===== config.mk =====
export PLATFORM = sky130hd
export DESIGN_NAME = tqle_ucode_rom
export DESIGN_NICKNAME = d
export VERILOG_FILES = /design/src/rtl/tabular_q_learning_engine_unit_assert.svh /design/src/rtl/tqle_pkg.sv /design/src/rtl/tqle_ucode_rom.sv
export SDC_FILE = /design/constraint.sdc
export NUM_CORES = 1
export LEC_CHECK = 0
export ABC_AREA = 1
export BUFFER_PORTS_ARGS = -buffer_cell sky130_fd_sc_hd__buf_2
export CAP_MARGIN = 20
export CORE_AREA = 2 2 39 41
export DETAILED_ROUTE_END_ITERATION = 8
export DIE_AREA = 0 0 41 43
export GPL_TIMING_DRIVEN = 0
export MAX_ROUTING_LAYER = met4
export SYNTH_ARGS = -nofsm -noshare
export SYNTH_HDL_FRONTEND = slang
export SYNTH_SLANG_ARGS = --single-unit

===== constraint.sdc =====
create_clock -name vclk -period 0.87
set_input_delay 0.087 -clock vclk [all_inputs]
set_output_delay 0.087 -clock vclk [all_outputs]
set_load 0.05 [all_outputs]

===== src/rtl/tabular_q_learning_engine_unit_assert.svh =====
// Assertion macros shared by the Q-learning engine modules.
`ifndef TABULAR_Q_LEARNING_ENGINE_UNIT_ASSERT_SVH
`define TABULAR_Q_LEARNING_ENGINE_UNIT_ASSERT_SVH

// Same-cycle implication, checked on the rising edge of clk, off during reset.
`define TQLE_ASSERT_IMP(name, ante, cons) \
    name: assert property (@(posedge clk) disable iff (!rst_n) (ante) |-> (cons)) \
        else $error("tqle: assertion failed");

// Next-cycle implication, checked on the rising edge of clk, off during reset.
`define TQLE_ASSERT_NXT(name, ante, cons) \
    name: assert property (@(posedge clk) disable iff (!rst_n) (ante) |=> (cons)) \
        else $error("tqle: assertion failed");

`endif


===== src/rtl/tqle_pkg.sv =====
// Types, constants and microcode step codes of the Q-learning engine.
package tqle_pkg;

    // Table geometry
    localparam int IDX_W       = 4;
    localparam int ADDR_W      = 3 * IDX_W;
    localparam int TABLE_DEPTH = 1 << ADDR_W;
    localparam int Q_W         = 32;
    localparam int FRAC_W      = 16;

    // Actions scanned by greedy choice and next-state maximum
    localparam int NUM_PRICES = 16;
    localparam logic [IDX_W-1:0] LAST_ACT = IDX_W'(NUM_PRICES - 1);

    // Register reset values (0.125 and about 0.9)
    localparam logic [FRAC_W-1:0] ALPHA_RESET = 16'd8192;
    localparam logic [FRAC_W-1:0] GAMMA_RESET = 16'd58982;

    // Register indexes
    localparam logic CFG_LEARNING_RATE = 1'b0;
    localparam logic CFG_DISCOUNT      = 1'b1;

    // Stream widths
    localparam int S_TDATA_W = 64;
    localparam int M_TDATA_W = 40;

    // Microcode step addresses
    localparam int STEP_W = 4;
    typedef logic [STEP_W-1:0] step_t;
    localparam step_t S_CLR   = 4'd0;
    localparam step_t S_IDLE  = 4'd1;
    localparam step_t S_EXP   = 4'd2;
    localparam step_t S_EXP2  = 4'd3;
    localparam step_t S_GSCAN = 4'd4;
    localparam step_t S_GTAIL = 4'd5;
    localparam step_t S_NSCAN = 4'd6;
    localparam step_t S_NTAIL = 4'd7;
    localparam step_t S_OLD   = 4'd8;
    localparam step_t S_T     = 4'd9;
    localparam step_t S_P     = 4'd10;
    localparam step_t S_NEW   = 4'd11;
    localparam step_t S_WR    = 4'd12;
    localparam step_t S_EMIT  = 4'd13;
    localparam step_t S_LAST  = S_EMIT;

    // Sequencer jump kinds
    typedef enum logic [2:0] {
        J_NEXT      = 3'd0,
        J_GOTO      = 3'd1,
        J_DISPATCH  = 3'd2,
        J_LOOP_SCAN = 3'd3,
        J_LOOP_CLR  = 3'd4,
        J_WAIT_OUT  = 3'd5
    } jump_t;

    // Table read address source
    typedef enum logic [1:0] {
        A_CUR_CNT = 2'd0,
        A_NXT_CNT = 2'd1,
        A_CUR_RND = 2'd2,
        A_CUR_ACT = 2'd3
    } addr_sel_t;

    // One control word
    typedef struct packed {
        jump_t     jmp;
        step_t     target;
        logic      in_rdy;
        addr_sel_t addr_sel;
        logic      scan;
        logic      cmp_en;
        logic      first_ld;
        logic      ld_exp;
        logic      ld_old;
        logic      ld_t;
        logic      ld_p;
        logic      ld_new;
        logic      wr_upd;
        logic      clr_wr;
        logic      out_ld;
    } ucw_t;

    // One input request
    typedef struct packed {
        logic              command;
        logic [IDX_W-1:0]  own_price_idx;
        logic [IDX_W-1:0]  rival_price_idx;
        logic [IDX_W-1:0]  action_idx;
        logic signed [Q_W-1:0] reward;
        logic [IDX_W-1:0]  next_own_idx;
        logic [IDX_W-1:0]  next_rival_idx;
        logic              explore;
        logic [IDX_W-1:0]  random_action;
    } in_item_t;

    // Datapath status
    typedef struct packed {
        logic clr_last;
        logic scan_last;
        logic out_free;
    } dp_status_t;

    // Everything the sequencer branches on
    typedef struct packed {
        logic       in_valid;
        logic       in_cmd;
        logic       in_explore;
        dp_status_t dp;
    } seq_status_t;

endpackage


===== src/rtl/tqle_ucode_rom.sv =====
// Microcode table: one control word per sequencer step.
module tqle_ucode_rom (
    input  tqle_pkg::step_t upc,
    output tqle_pkg::ucw_t  cw
);
    import tqle_pkg::*;

    // Program
    always_comb
    begin
        cw          = '0;
        cw.jmp      = J_NEXT;
        cw.target   = S_IDLE;
        cw.addr_sel = A_CUR_CNT;
        unique case (upc)
            S_CLR:
            begin
                cw.jmp    = J_LOOP_CLR;
                cw.clr_wr = 1'b1;
            end
            S_IDLE:
            begin
                cw.jmp    = J_DISPATCH;
                cw.in_rdy = 1'b1;
            end
            S_EXP:
            begin
                cw.addr_sel = A_CUR_RND;
            end
            S_EXP2:
            begin
                cw.jmp    = J_GOTO;
                cw.target = S_EMIT;
                cw.ld_exp = 1'b1;
            end
            S_GSCAN:
            begin
                cw.jmp      = J_LOOP_SCAN;
                cw.addr_sel = A_CUR_CNT;
                cw.scan     = 1'b1;
                cw.cmp_en   = 1'b1;
                cw.first_ld = 1'b1;
            end
            S_GTAIL:
            begin
                cw.jmp      = J_GOTO;
                cw.target   = S_EMIT;
                cw.cmp_en   = 1'b1;
                cw.first_ld = 1'b1;
            end
            S_NSCAN:
            begin
                cw.jmp      = J_LOOP_SCAN;
                cw.addr_sel = A_NXT_CNT;
                cw.scan     = 1'b1;
                cw.cmp_en   = 1'b1;
            end
            S_NTAIL:
            begin
                cw.addr_sel = A_CUR_ACT;
                cw.cmp_en   = 1'b1;
            end
            S_OLD:   cw.ld_old = 1'b1;
            S_T:     cw.ld_t   = 1'b1;
            S_P:     cw.ld_p   = 1'b1;
            S_NEW:   cw.ld_new = 1'b1;
            S_WR:    cw.wr_upd = 1'b1;
            S_EMIT:
            begin
                cw.jmp    = J_WAIT_OUT;
                cw.target = S_IDLE;
                cw.out_ld = 1'b1;
            end
            default:
            begin
                cw.jmp    = J_GOTO;
                cw.target = S_IDLE;
            end
        endcase
    end

endmodule


==> key figures <==
Logic synthesis
  – Synth warnings: 0
  – Register area share after synthesis: 0%
  – Cells after synthesis: between 40 and 50
  – Synthesized area: ~180 sq um
  – Syn_nets: between 40 and 50
  – Post-synthesis cell type count: 11
  – Synth Area per Inst: 4.455 sq um

Placement
  – Final GP Congestion: ~0.82
  – HPWL after DPL: ~570 um
  – Dpl ws: -296.4 ps
  – I/O Buffers: 23

Cells and area
  – Reg area: 0 sq um
  – Number of clock buffers in the layout: 0
  – Diode count: 0
  – Fin util: a little under half
  – Area growth from synthesis to layout: 256.8%
  – Share of cells above drive strength 1: 86.57%
  – Most common cell after layout, fill and taps aside: buf_6
  – Commonest non-fill, non-tap cells in the layout: 19 x buf_6, 8 x nor2_2, 5 x inv_1
  – Final nets: between 70 and 80
  – Num sequential: 0

STA
  – Maximum clock rate: between 1 and 1.5 GHz
  – RSZ-0062 raised after global routing: true
  – Fin crit period: 981.1 ps
  – Tcrit/Tclk final: 112.8%
  – Final-report setup violation count: 6
  – Hold WS: between 500 and 600 ps
  – Max-slew violations: 0
  – Final hold violation count: 0
  – Worst setup margin: -111.1 ps

Floorplanning
  – Core area: 1384 sq um
  – # IOs: 25
  – Initial Utilization: a little over an eighth
  – DIE WIDTH: just over 40 um
  – Die ar.: approximately 1800 sq um
  – Die Span Y: roughly 43 um
  – Num rows: 14

GRT
  – Total congestion overflow: 0
  – GR Util All Layers: a little under a tenth
  – First-pass GRT wire length: 1.186 mm
  – Largest net degree at the start of global routing: 8
  – Vias in the first global route: 290
  – Initial antenna violation count: 0

Power
  – Worst VDD drop: 0.2139 mV
  – Pwr Total: 0.4163 mW
  – Leakage: about 0.31 nW
  – P per Cell Area: 638.6 nW/um^2

Critical path
  – Critical Path Fanout Max: 4
  – Crit start category: primary input
  – Crit. End Element: output pin
  – CP Class: in -> out
  – Worst Path Required: between 700 and 800 ps
  – Crit path DAT: about 900 ps

Route
  – TritonRoute pass-1 iters: 2
  – 1st-iter DRT viols: 2
  – Final wirelength: about 770 um
  – DRT antenna net count: 0
  – DRC viols: 0
  – Via-per-instance ratio: approximately 4.1
  – Via count: approximately 340
  – Wire per inst: around 9.3 um

Clock network
  – Hold_buf cts: 0

Job
  – MaxCap Viol Count: 0

Hold path
  – Worst Hold Class: in -> out

Outcome
  – Failing checks: negative setup slack
  – Status: complete, but fails checks
-- critical path: stages --
cell and delay, ps:
buf_8 90, clkinvlp_4 120, or2_4 290, nor3_4 130, buf_6 180
-- routing by layer --
| layer | vias to the layer above | share of wire (%) | GRT usage (%) |
|---|---|---|---|
| met2 | 15 | 51 | 15.31 |
| met3 | 0 | 6.4 | 0 |
| li1 | 174 | - | - |
| met1 | 150 | 42 | 12.70 |
| met4 | 0 | 0 | 0 |
| met5 | - | 0 | - |
-- through the flow --
stage	cell area, sq um	setup TNS (ps)	cells
2_1_floorplan	289.0	-517.4	41
3_3_place_gp	424.2	-2695	80
3_5_place_dp	424.2	-2776	80
4_1_cts	555.5	-465.2	82
5_1_grt	651.9	-719.9	83
6_report	651.9	-444.0	83
-- cells in the mapped netlist --
master   count  share of area [%]
o21ai_0      3                8.2
or2_4        1                4.8
o22ai_1      1                3.4
nand2_1      7                 14
nor2_1      11                 23
conb_1       2                4.1
a21oi_1      1                2.7
nand3_1      3                8.2
buf_4        3                 12
inv_1        8                 16
nor3_1       1                2.7
-- logic make-up (layout without fill, tap and decap cells) --
kind of cell           Yosys count  count (layout)  synth area share [%]
AOI/OAI and AO/OA                5               5                 14.38
and+or+nand+nor                 23              23                 52.74
other                            2               2                 4.111
buffers and inverters           11              37                 28.77
-- where the power goes --
group / internal (mW) / leakage, nW / switching (mW)
logic: 0.151 / 0.312 / 0.265
registers: 0 / 0 / 0
clock network: 0 / 0 / 0
total: 0.151 / 0.312 / 0.265
-- path summary, 6_finish.rpt --
check | startpoint | to | slack [ps] | depth (start not counted)
worst max-delay path | upc[3] | cw[4] | -110 | 5
worst min-delay path | upc[0] | cw[4] | 500 | 3
-- timing repair --
| action | in CTS | in global routing |
|---|---|---|
| resized for setup | 38 | 24 |
| setup endpoints to repair | 16 | 17 |
| gates cloned | 0 | 0 |
| hold endpoints to repair | 0 | 0 |
| pin swaps | 3 | 6 |
| setup buffers | 2 | 1 |
-- cell type report --
type,instances,area (sq um)
multi-input cells,30,272.8
plain buffers,3,26.28
repair buffers,26,295.3
well taps,16,20.02
fillers,144,732.0
inverters,8,37.54
No activity file was read; power rests on OpenSTA's default activity.
