==> config.mk <==
export PLATFORM = sky130hd
export DESIGN_NAME = tqle_sequencer
export DESIGN_NICKNAME = d
export VERILOG_FILES = /design/src/rtl/tqle_pkg.sv /design/src/rtl/tqle_sequencer.sv
export VERILOG_INCLUDE_DIRS = /design/src /design/src/rtl
export SDC_FILE = /design/constraint.sdc
export NUM_CORES = 1
export LEC_CHECK = 0
export BUFFER_PORTS_ARGS = -buffer_cell sky130_fd_sc_hd__buf_2
export CAP_MARGIN = 20
export CORE_AREA = 2 2 39 41
export DETAILED_ROUTE_END_ITERATION = 12
export DIE_AREA = 0 0 41 43
export PLACE_DENSITY_LB_ADDON = 0.15
export SYNTH_ARGS = -nofsm -noshare
export SYNTH_HDL_FRONTEND = slang
export SYNTH_SLANG_ARGS = --single-unit
==> constraint.sdc <==
create_clock -name clk -period 3 [get_ports clk]
set_input_delay 0.45 -clock clk [delete_from_list [all_inputs] [get_ports clk]]
set_output_delay 0.45 -clock clk [all_outputs]
set_load 0.05 [all_outputs]
==> src/rtl/tabular_q_learning_engine_unit_assert.svh <==
// Assertion macros shared by the Q-learning engine modules.
`ifndef TABULAR_Q_LEARNING_ENGINE_UNIT_ASSERT_SVH
`define TABULAR_Q_LEARNING_ENGINE_UNIT_ASSERT_SVH

// Same-cycle implication, checked on the rising edge of clk, off during reset.
`define TQLE_ASSERT_IMP(name, ante, cons) \
    name: assert property (@(posedge clk) disable iff (!rst_n) (ante) |-> (cons)) \
        else $error("tqle: assertion failed");

// Next-cycle implication, checked on the rising edge of clk, off during reset.
`define TQLE_ASSERT_NXT(name, ante, cons) \
    name: assert property (@(posedge clk) disable iff (!rst_n) (ante) |=> (cons)) \
        else $error("tqle: assertion failed");

`endif

==> src/rtl/tqle_pkg.sv <==
// Types, constants and microcode step codes of the Q-learning engine.
package tqle_pkg;

    // Table geometry
    localparam int IDX_W       = 4;
    localparam int ADDR_W      = 3 * IDX_W;
    localparam int TABLE_DEPTH = 1 << ADDR_W;
    localparam int Q_W         = 32;
    localparam int FRAC_W      = 16;

    // Actions scanned by greedy choice and next-state maximum
    localparam int NUM_PRICES = 16;
    localparam logic [IDX_W-1:0] LAST_ACT = IDX_W'(NUM_PRICES - 1);

    // Register reset values (0.125 and about 0.9)
    localparam logic [FRAC_W-1:0] ALPHA_RESET = 16'd8192;
    localparam logic [FRAC_W-1:0] GAMMA_RESET = 16'd58982;

    // Register indexes
    localparam logic CFG_LEARNING_RATE = 1'b0;
    localparam logic CFG_DISCOUNT      = 1'b1;

    // Stream widths
    localparam int S_TDATA_W = 64;
    localparam int M_TDATA_W = 40;

    // Microcode step addresses
    localparam int STEP_W = 4;
    typedef logic [STEP_W-1:0] step_t;
    localparam step_t S_CLR   = 4'd0;
    localparam step_t S_IDLE  = 4'd1;
    localparam step_t S_EXP   = 4'd2;
    localparam step_t S_EXP2  = 4'd3;
    localparam step_t S_GSCAN = 4'd4;
    localparam step_t S_GTAIL = 4'd5;
    localparam step_t S_NSCAN = 4'd6;
    localparam step_t S_NTAIL = 4'd7;
    localparam step_t S_OLD   = 4'd8;
    localparam step_t S_T     = 4'd9;
    localparam step_t S_P     = 4'd10;
    localparam step_t S_NEW   = 4'd11;
    localparam step_t S_WR    = 4'd12;
    localparam step_t S_EMIT  = 4'd13;
    localparam step_t S_LAST  = S_EMIT;

    // Sequencer jump kinds
    typedef enum logic [2:0] {
        J_NEXT      = 3'd0,
        J_GOTO      = 3'd1,
        J_DISPATCH  = 3'd2,
        J_LOOP_SCAN = 3'd3,
        J_LOOP_CLR  = 3'd4,
        J_WAIT_OUT  = 3'd5
    } jump_t;

    // Table read address source
    typedef enum logic [1:0] {
        A_CUR_CNT = 2'd0,
        A_NXT_CNT = 2'd1,
        A_CUR_RND = 2'd2,
        A_CUR_ACT = 2'd3
    } addr_sel_t;

    // One control word
    typedef struct packed {
        jump_t     jmp;
        step_t     target;
        logic      in_rdy;
        addr_sel_t addr_sel;
        logic      scan;
        logic      cmp_en;
        logic      first_ld;
        logic      ld_exp;
        logic      ld_old;
        logic      ld_t;
        logic      ld_p;
        logic      ld_new;
        logic      wr_upd;
        logic      clr_wr;
        logic      out_ld;
    } ucw_t;

    // One input request
    typedef struct packed {
        logic              command;
        logic [IDX_W-1:0]  own_price_idx;
        logic [IDX_W-1:0]  rival_price_idx;
        logic [IDX_W-1:0]  action_idx;
        logic signed [Q_W-1:0] reward;
        logic [IDX_W-1:0]  next_own_idx;
        logic [IDX_W-1:0]  next_rival_idx;
        logic              explore;
        logic [IDX_W-1:0]  random_action;
    } in_item_t;

    // Datapath status
    typedef struct packed {
        logic clr_last;
        logic scan_last;
        logic out_free;
    } dp_status_t;

    // Everything the sequencer branches on
    typedef struct packed {
        logic       in_valid;
        logic       in_cmd;
        logic       in_explore;
        dp_status_t dp;
    } seq_status_t;

endpackage

==> src/rtl/tqle_sequencer.sv <==
// Step counter with conditional jumps for the microcoded control.
module tqle_sequencer (
    input  logic                  clk,
    input  logic                  rst_n,
    input  tqle_pkg::ucw_t        cw,
    input  tqle_pkg::seq_status_t st,
    output tqle_pkg::step_t       upc
);
    import tqle_pkg::*;

    step_t upc_reg;
    step_t upc_next;
    step_t upc_inc;

    assign upc_inc = step_t'(upc_reg + 1'b1);
    assign upc     = upc_reg;

    // Next step
    always_comb
    begin
        upc_next = upc_reg;
        unique case (cw.jmp)
            J_NEXT:      upc_next = upc_inc;
            J_GOTO:      upc_next = cw.target;
            J_DISPATCH:
            begin
                priority if (!st.in_valid) upc_next = upc_reg;
                else if (st.in_cmd)        upc_next = S_NSCAN;
                else if (st.in_explore)    upc_next = S_EXP;
                else                       upc_next = S_GSCAN;
            end
            J_LOOP_SCAN: upc_next = st.dp.scan_last ? upc_inc : upc_reg;
            J_LOOP_CLR:  upc_next = st.dp.clr_last ? upc_inc : upc_reg;
            J_WAIT_OUT:  upc_next = st.dp.out_free ? cw.target : upc_reg;
            default:     upc_next = S_IDLE;
        endcase
    end

    // Step register; reset starts the table clearing sweep
    always_ff @(posedge clk or negedge rst_n)
    begin
        if (!rst_n)
            upc_reg <= S_CLR;
        else
            upc_reg <= upc_next;
    end

`include "tabular_q_learning_engine_unit_assert.svh"

    `TQLE_ASSERT_IMP(a_step_range, 1'b1, upc_reg <= S_LAST)
    `TQLE_ASSERT_NXT(a_leave_idle, cw.in_rdy && st.in_valid, upc_reg != S_IDLE)
    `TQLE_ASSERT_NXT(a_clear_hold, upc_reg == S_CLR && !st.dp.clr_last, upc_reg == S_CLR)

endmodule

==> flow_metrics.env <==
export IMPL_synth_edf_count=0
export IMPL_clk_pin_slew_ns=0.03
export IMPL_worstPathMaxFanout=7
export IMPL_yosys_area_top_type_share_pct=23.60
export IMPL_fp_coreArea_sq_um=1384
export IMPL_cp_cell_sequence="ha_1 -> nor2b_1 -> mux4_1 -> a22o_2"
export IMPL_finalPower_mw=0.3061
export IMPL_grt_pass1_wl_um=1531
export IMPL_pin_count=33
export IMPL_fmax_ghz=0.5884
export IMPL_drt_pass1_iterations=4
export IMPL_cts_tree="done"
export IMPL_wire_per_inst_um=10.72
export IMPL_ys_warn_count=0
export IMPL_yosys_area_top_type="dfrtp_1"
export IMPL_syn_nets=81
export IMPL_cp_arrival_ns=1.81
export IMPL_route_detailed_drc=0
export IMPL_routed_wl_um=922
export IMPL_crit_family="multiplexers"
export IMPL_cts_made_buffers=3
export IMPL_synth_seq_cells=4
export IMPL_async_flop_share_pct=100.0
export IMPL_clk_latency_ns=0.23
export IMPL_nets=102
export IMPL_synthTopCellsByCount="6 x nor2_1, 5 x a21oi_1, 4 x dfrtp_1, 4 x nand2_1, 4 x nor2b_1"
export IMPL_rows=14
export IMPL_dp_cells=83
export IMPL_fp_dieH_um=43
export IMPL_drt_iter0_drc=4
export IMPL_final_setup_viol_count=0
export IMPL_syn_inst=51
export IMPL_placed_area_sq_um=511.7
export IMPL_drv_cap=0
export IMPL_dp_worst_setup_slack_ns=1.291
export IMPL_antenna_left=0
export IMPL_rsz0062_at_grt="false"
export IMPL_antenna_found_initial=0
export IMPL_drive_gt1_share_pct=35.71
export IMPL_hold_violations=0
export IMPL_instances_no_fill=86
export IMPL_yosysMostFrequentCell="nor2_1"
export IMPL_cp_required_ns=3.11
export IMPL_fin_crit_sh_pct=56.65
export IMPL_portBuffers=18
export IMPL_yosysUniqueCellTypes=26
export IMPL_post_cts_buffers=0
export IMPL_final_cell_area_sq_um=534.3
export IMPL_post_cts_resized=0
export IMPL_antenna_cells=0
export IMPL_fillCellCount=159
export IMPL_die_width_um=41
export IMPL_path_buf_inv=0
export IMPL_cpPeakStageDelay_ns=0.46
export IMPL_synth_area_sq_um=424.2
export IMPL_r2r_cells=4
export IMPL_slew_headroom_pct=79.76
export IMPL_ir_drop_v=0.0001619
export IMPL_status="finished, final reports clean"
export IMPL_grt_pass1_vias=417
export IMPL_initial_core_util_pct=30.65
export IMPL_gp_congestion=0.6747
export IMPL_die_area_sq_um=1763
export IMPL_skew_ns=0.0008389
export IMPL_p_per_area_nw_per_um2=572.9
export IMPL_crit_cells=4
export IMPL_htreeDepth=1
export IMPL_setup_tns_final_ns=0
export IMPL_overflow=0
export IMPL_viasPerCell=5.093
export IMPL_grt_max_degree=13
export IMPL_p_leak_nw=0.2641
export IMPL_cts_root_buf="clkbuf_4"
export IMPL_tightest_slew_ns=0.3035
export IMPL_area_growth_synth_to_final_pct=25.96
export IMPL_ctsHoldBuffers=0
export IMPL_post_synth_cell_area_avg_sq_um=8.317
export IMPL_synth_yosys_seq_area_share_pct=23.60
export IMPL_ys_flop_type="dfrtp_1"
export IMPL_cts_num_sinks=4
export IMPL_dpl_hpwl_um=769.7
export IMPL_crit_slowest_cell="mux4_1"
export IMPL_largest_register_ffs=4
export IMPL_worstSetupPathType="reg2reg"
export IMPL_crit_path_end_kind="register"
export IMPL_track_usage_pct=12.45
export IMPL_clockBufferDepth=2
export IMPL_holdCritPathClass="in2async"
export IMPL_finalCriticalPeriod_ns=1.699
export IMPL_setup_ws_ns=1.301
export IMPL_drv_slew=0
export IMPL_vias=438
export IMPL_cp_start_kind="register"
export IMPL_netlist_top_cells_area="dfrtp_1 24%, mux4_1 6.2%, a21oi_1 5.9%"
==> cell families (layout without fill, tap and decap cells) <==
family          count (synthesis)  count (layout)  share of synthesized area [%]
simple gates                   26              26                          33.63
compound gates                 14              14                          22.72
flops                           4               4                          23.60
mux                             3               3                          10.92
buf+inv                         3              22                          6.193
fa+ha+maj                       1               1                          2.949
==> worst register-to-register path, cell delays in order (launching register included) <==
cell and delay (ns):
dfrtp_1 0.43, ha_1 0.33, nor2b_1 0.13, mux4_1 0.46, a22o_2 0.23
==> path summary, 6_finish.rpt <==
check                            start  endpoint  slack [ns]
worst max-delay path            upc[0]    upc[1]        1.30
worst min-delay path             rst_n    upc[2]        0.02
worst max register to register  upc[0]    upc[1]        1.30
worst min register to register  upc[3]    upc[3]        0.53
max in group asynchronous        rst_n    upc[0]        2.87
min in group clk                upc[3]    upc[3]        0.53
==> power breakdown <==
| group | switching, mW | leakage (nW) | internal [mW] | total (mW) |
|---|---|---|---|---|
| Clock | 0.0189 | 0.0138 | 0.0445 | 0.0634 |
| Sequential | 0.0199 | 0.0513 | 0.0687 | 0.0886 |
| Combinational | 0.0935 | 0.199 | 0.0606 | 0.154 |
| Total | 0.132 | 0.264 | 0.174 | 0.306 |
==> layout make-up <==
| type | instances | area (sq um) | area share (%) |
|---|---|---|---|
| multi-input cells | 44 | 297.8 | 55.74 |
| flip-flops and latches | 4 | 100.1 | 18.74 |
| well taps | 16 | 20.02 | 3.747 |
| inverters | 1 | 3.754 | 0.7026 |
| clock buffers | 3 | 22.52 | 4.215 |
| repair buffers | 18 | 90.09 | 16.86 |
==> metal layers <==
metal,track usage [%],vias up,part of all wire (%)
met3,3.141,0,4.3
li1,-,228,-
met4,6.000,0,0
met1,13.83,198,47
met2,20.63,12,48
met5,0,-,0
==> layout by cell type, fill, tap and decap left out <==
cell type and instances:
a211oi_1 1, a21oi_1 5, a22o_1 1, a22o_2 1, a2bb2oi_1 1, and3b_2 1
buf_2 18, clkbuf_4 3, dfrtp_1 4, ha_1 1, inv_1 1, mux2i_1 2
mux4_1 1, nand2_1 4, nand2b_1 3, nand3_1 2, nand3b_1 2, nor2_1 6
nor2b_1 4, nor3b_1 1, o2111ai_1 1, o21ai_0 1, o22ai_1 1, o31ai_1 1
o32ai_1 1, or2_2 2, or3_1 1
==> through the flow <==
step	util [%]	hold WS [ns]
after CTS	38.61	0.01119
after global placement	36.98	0.2579
after detailed placement	36.98	0.2573
final	38.61	0.01694
after floorplan	-	0.1544
after global routing	38.61	0.01804
No activity file was read; power rests on OpenSTA's default activity.
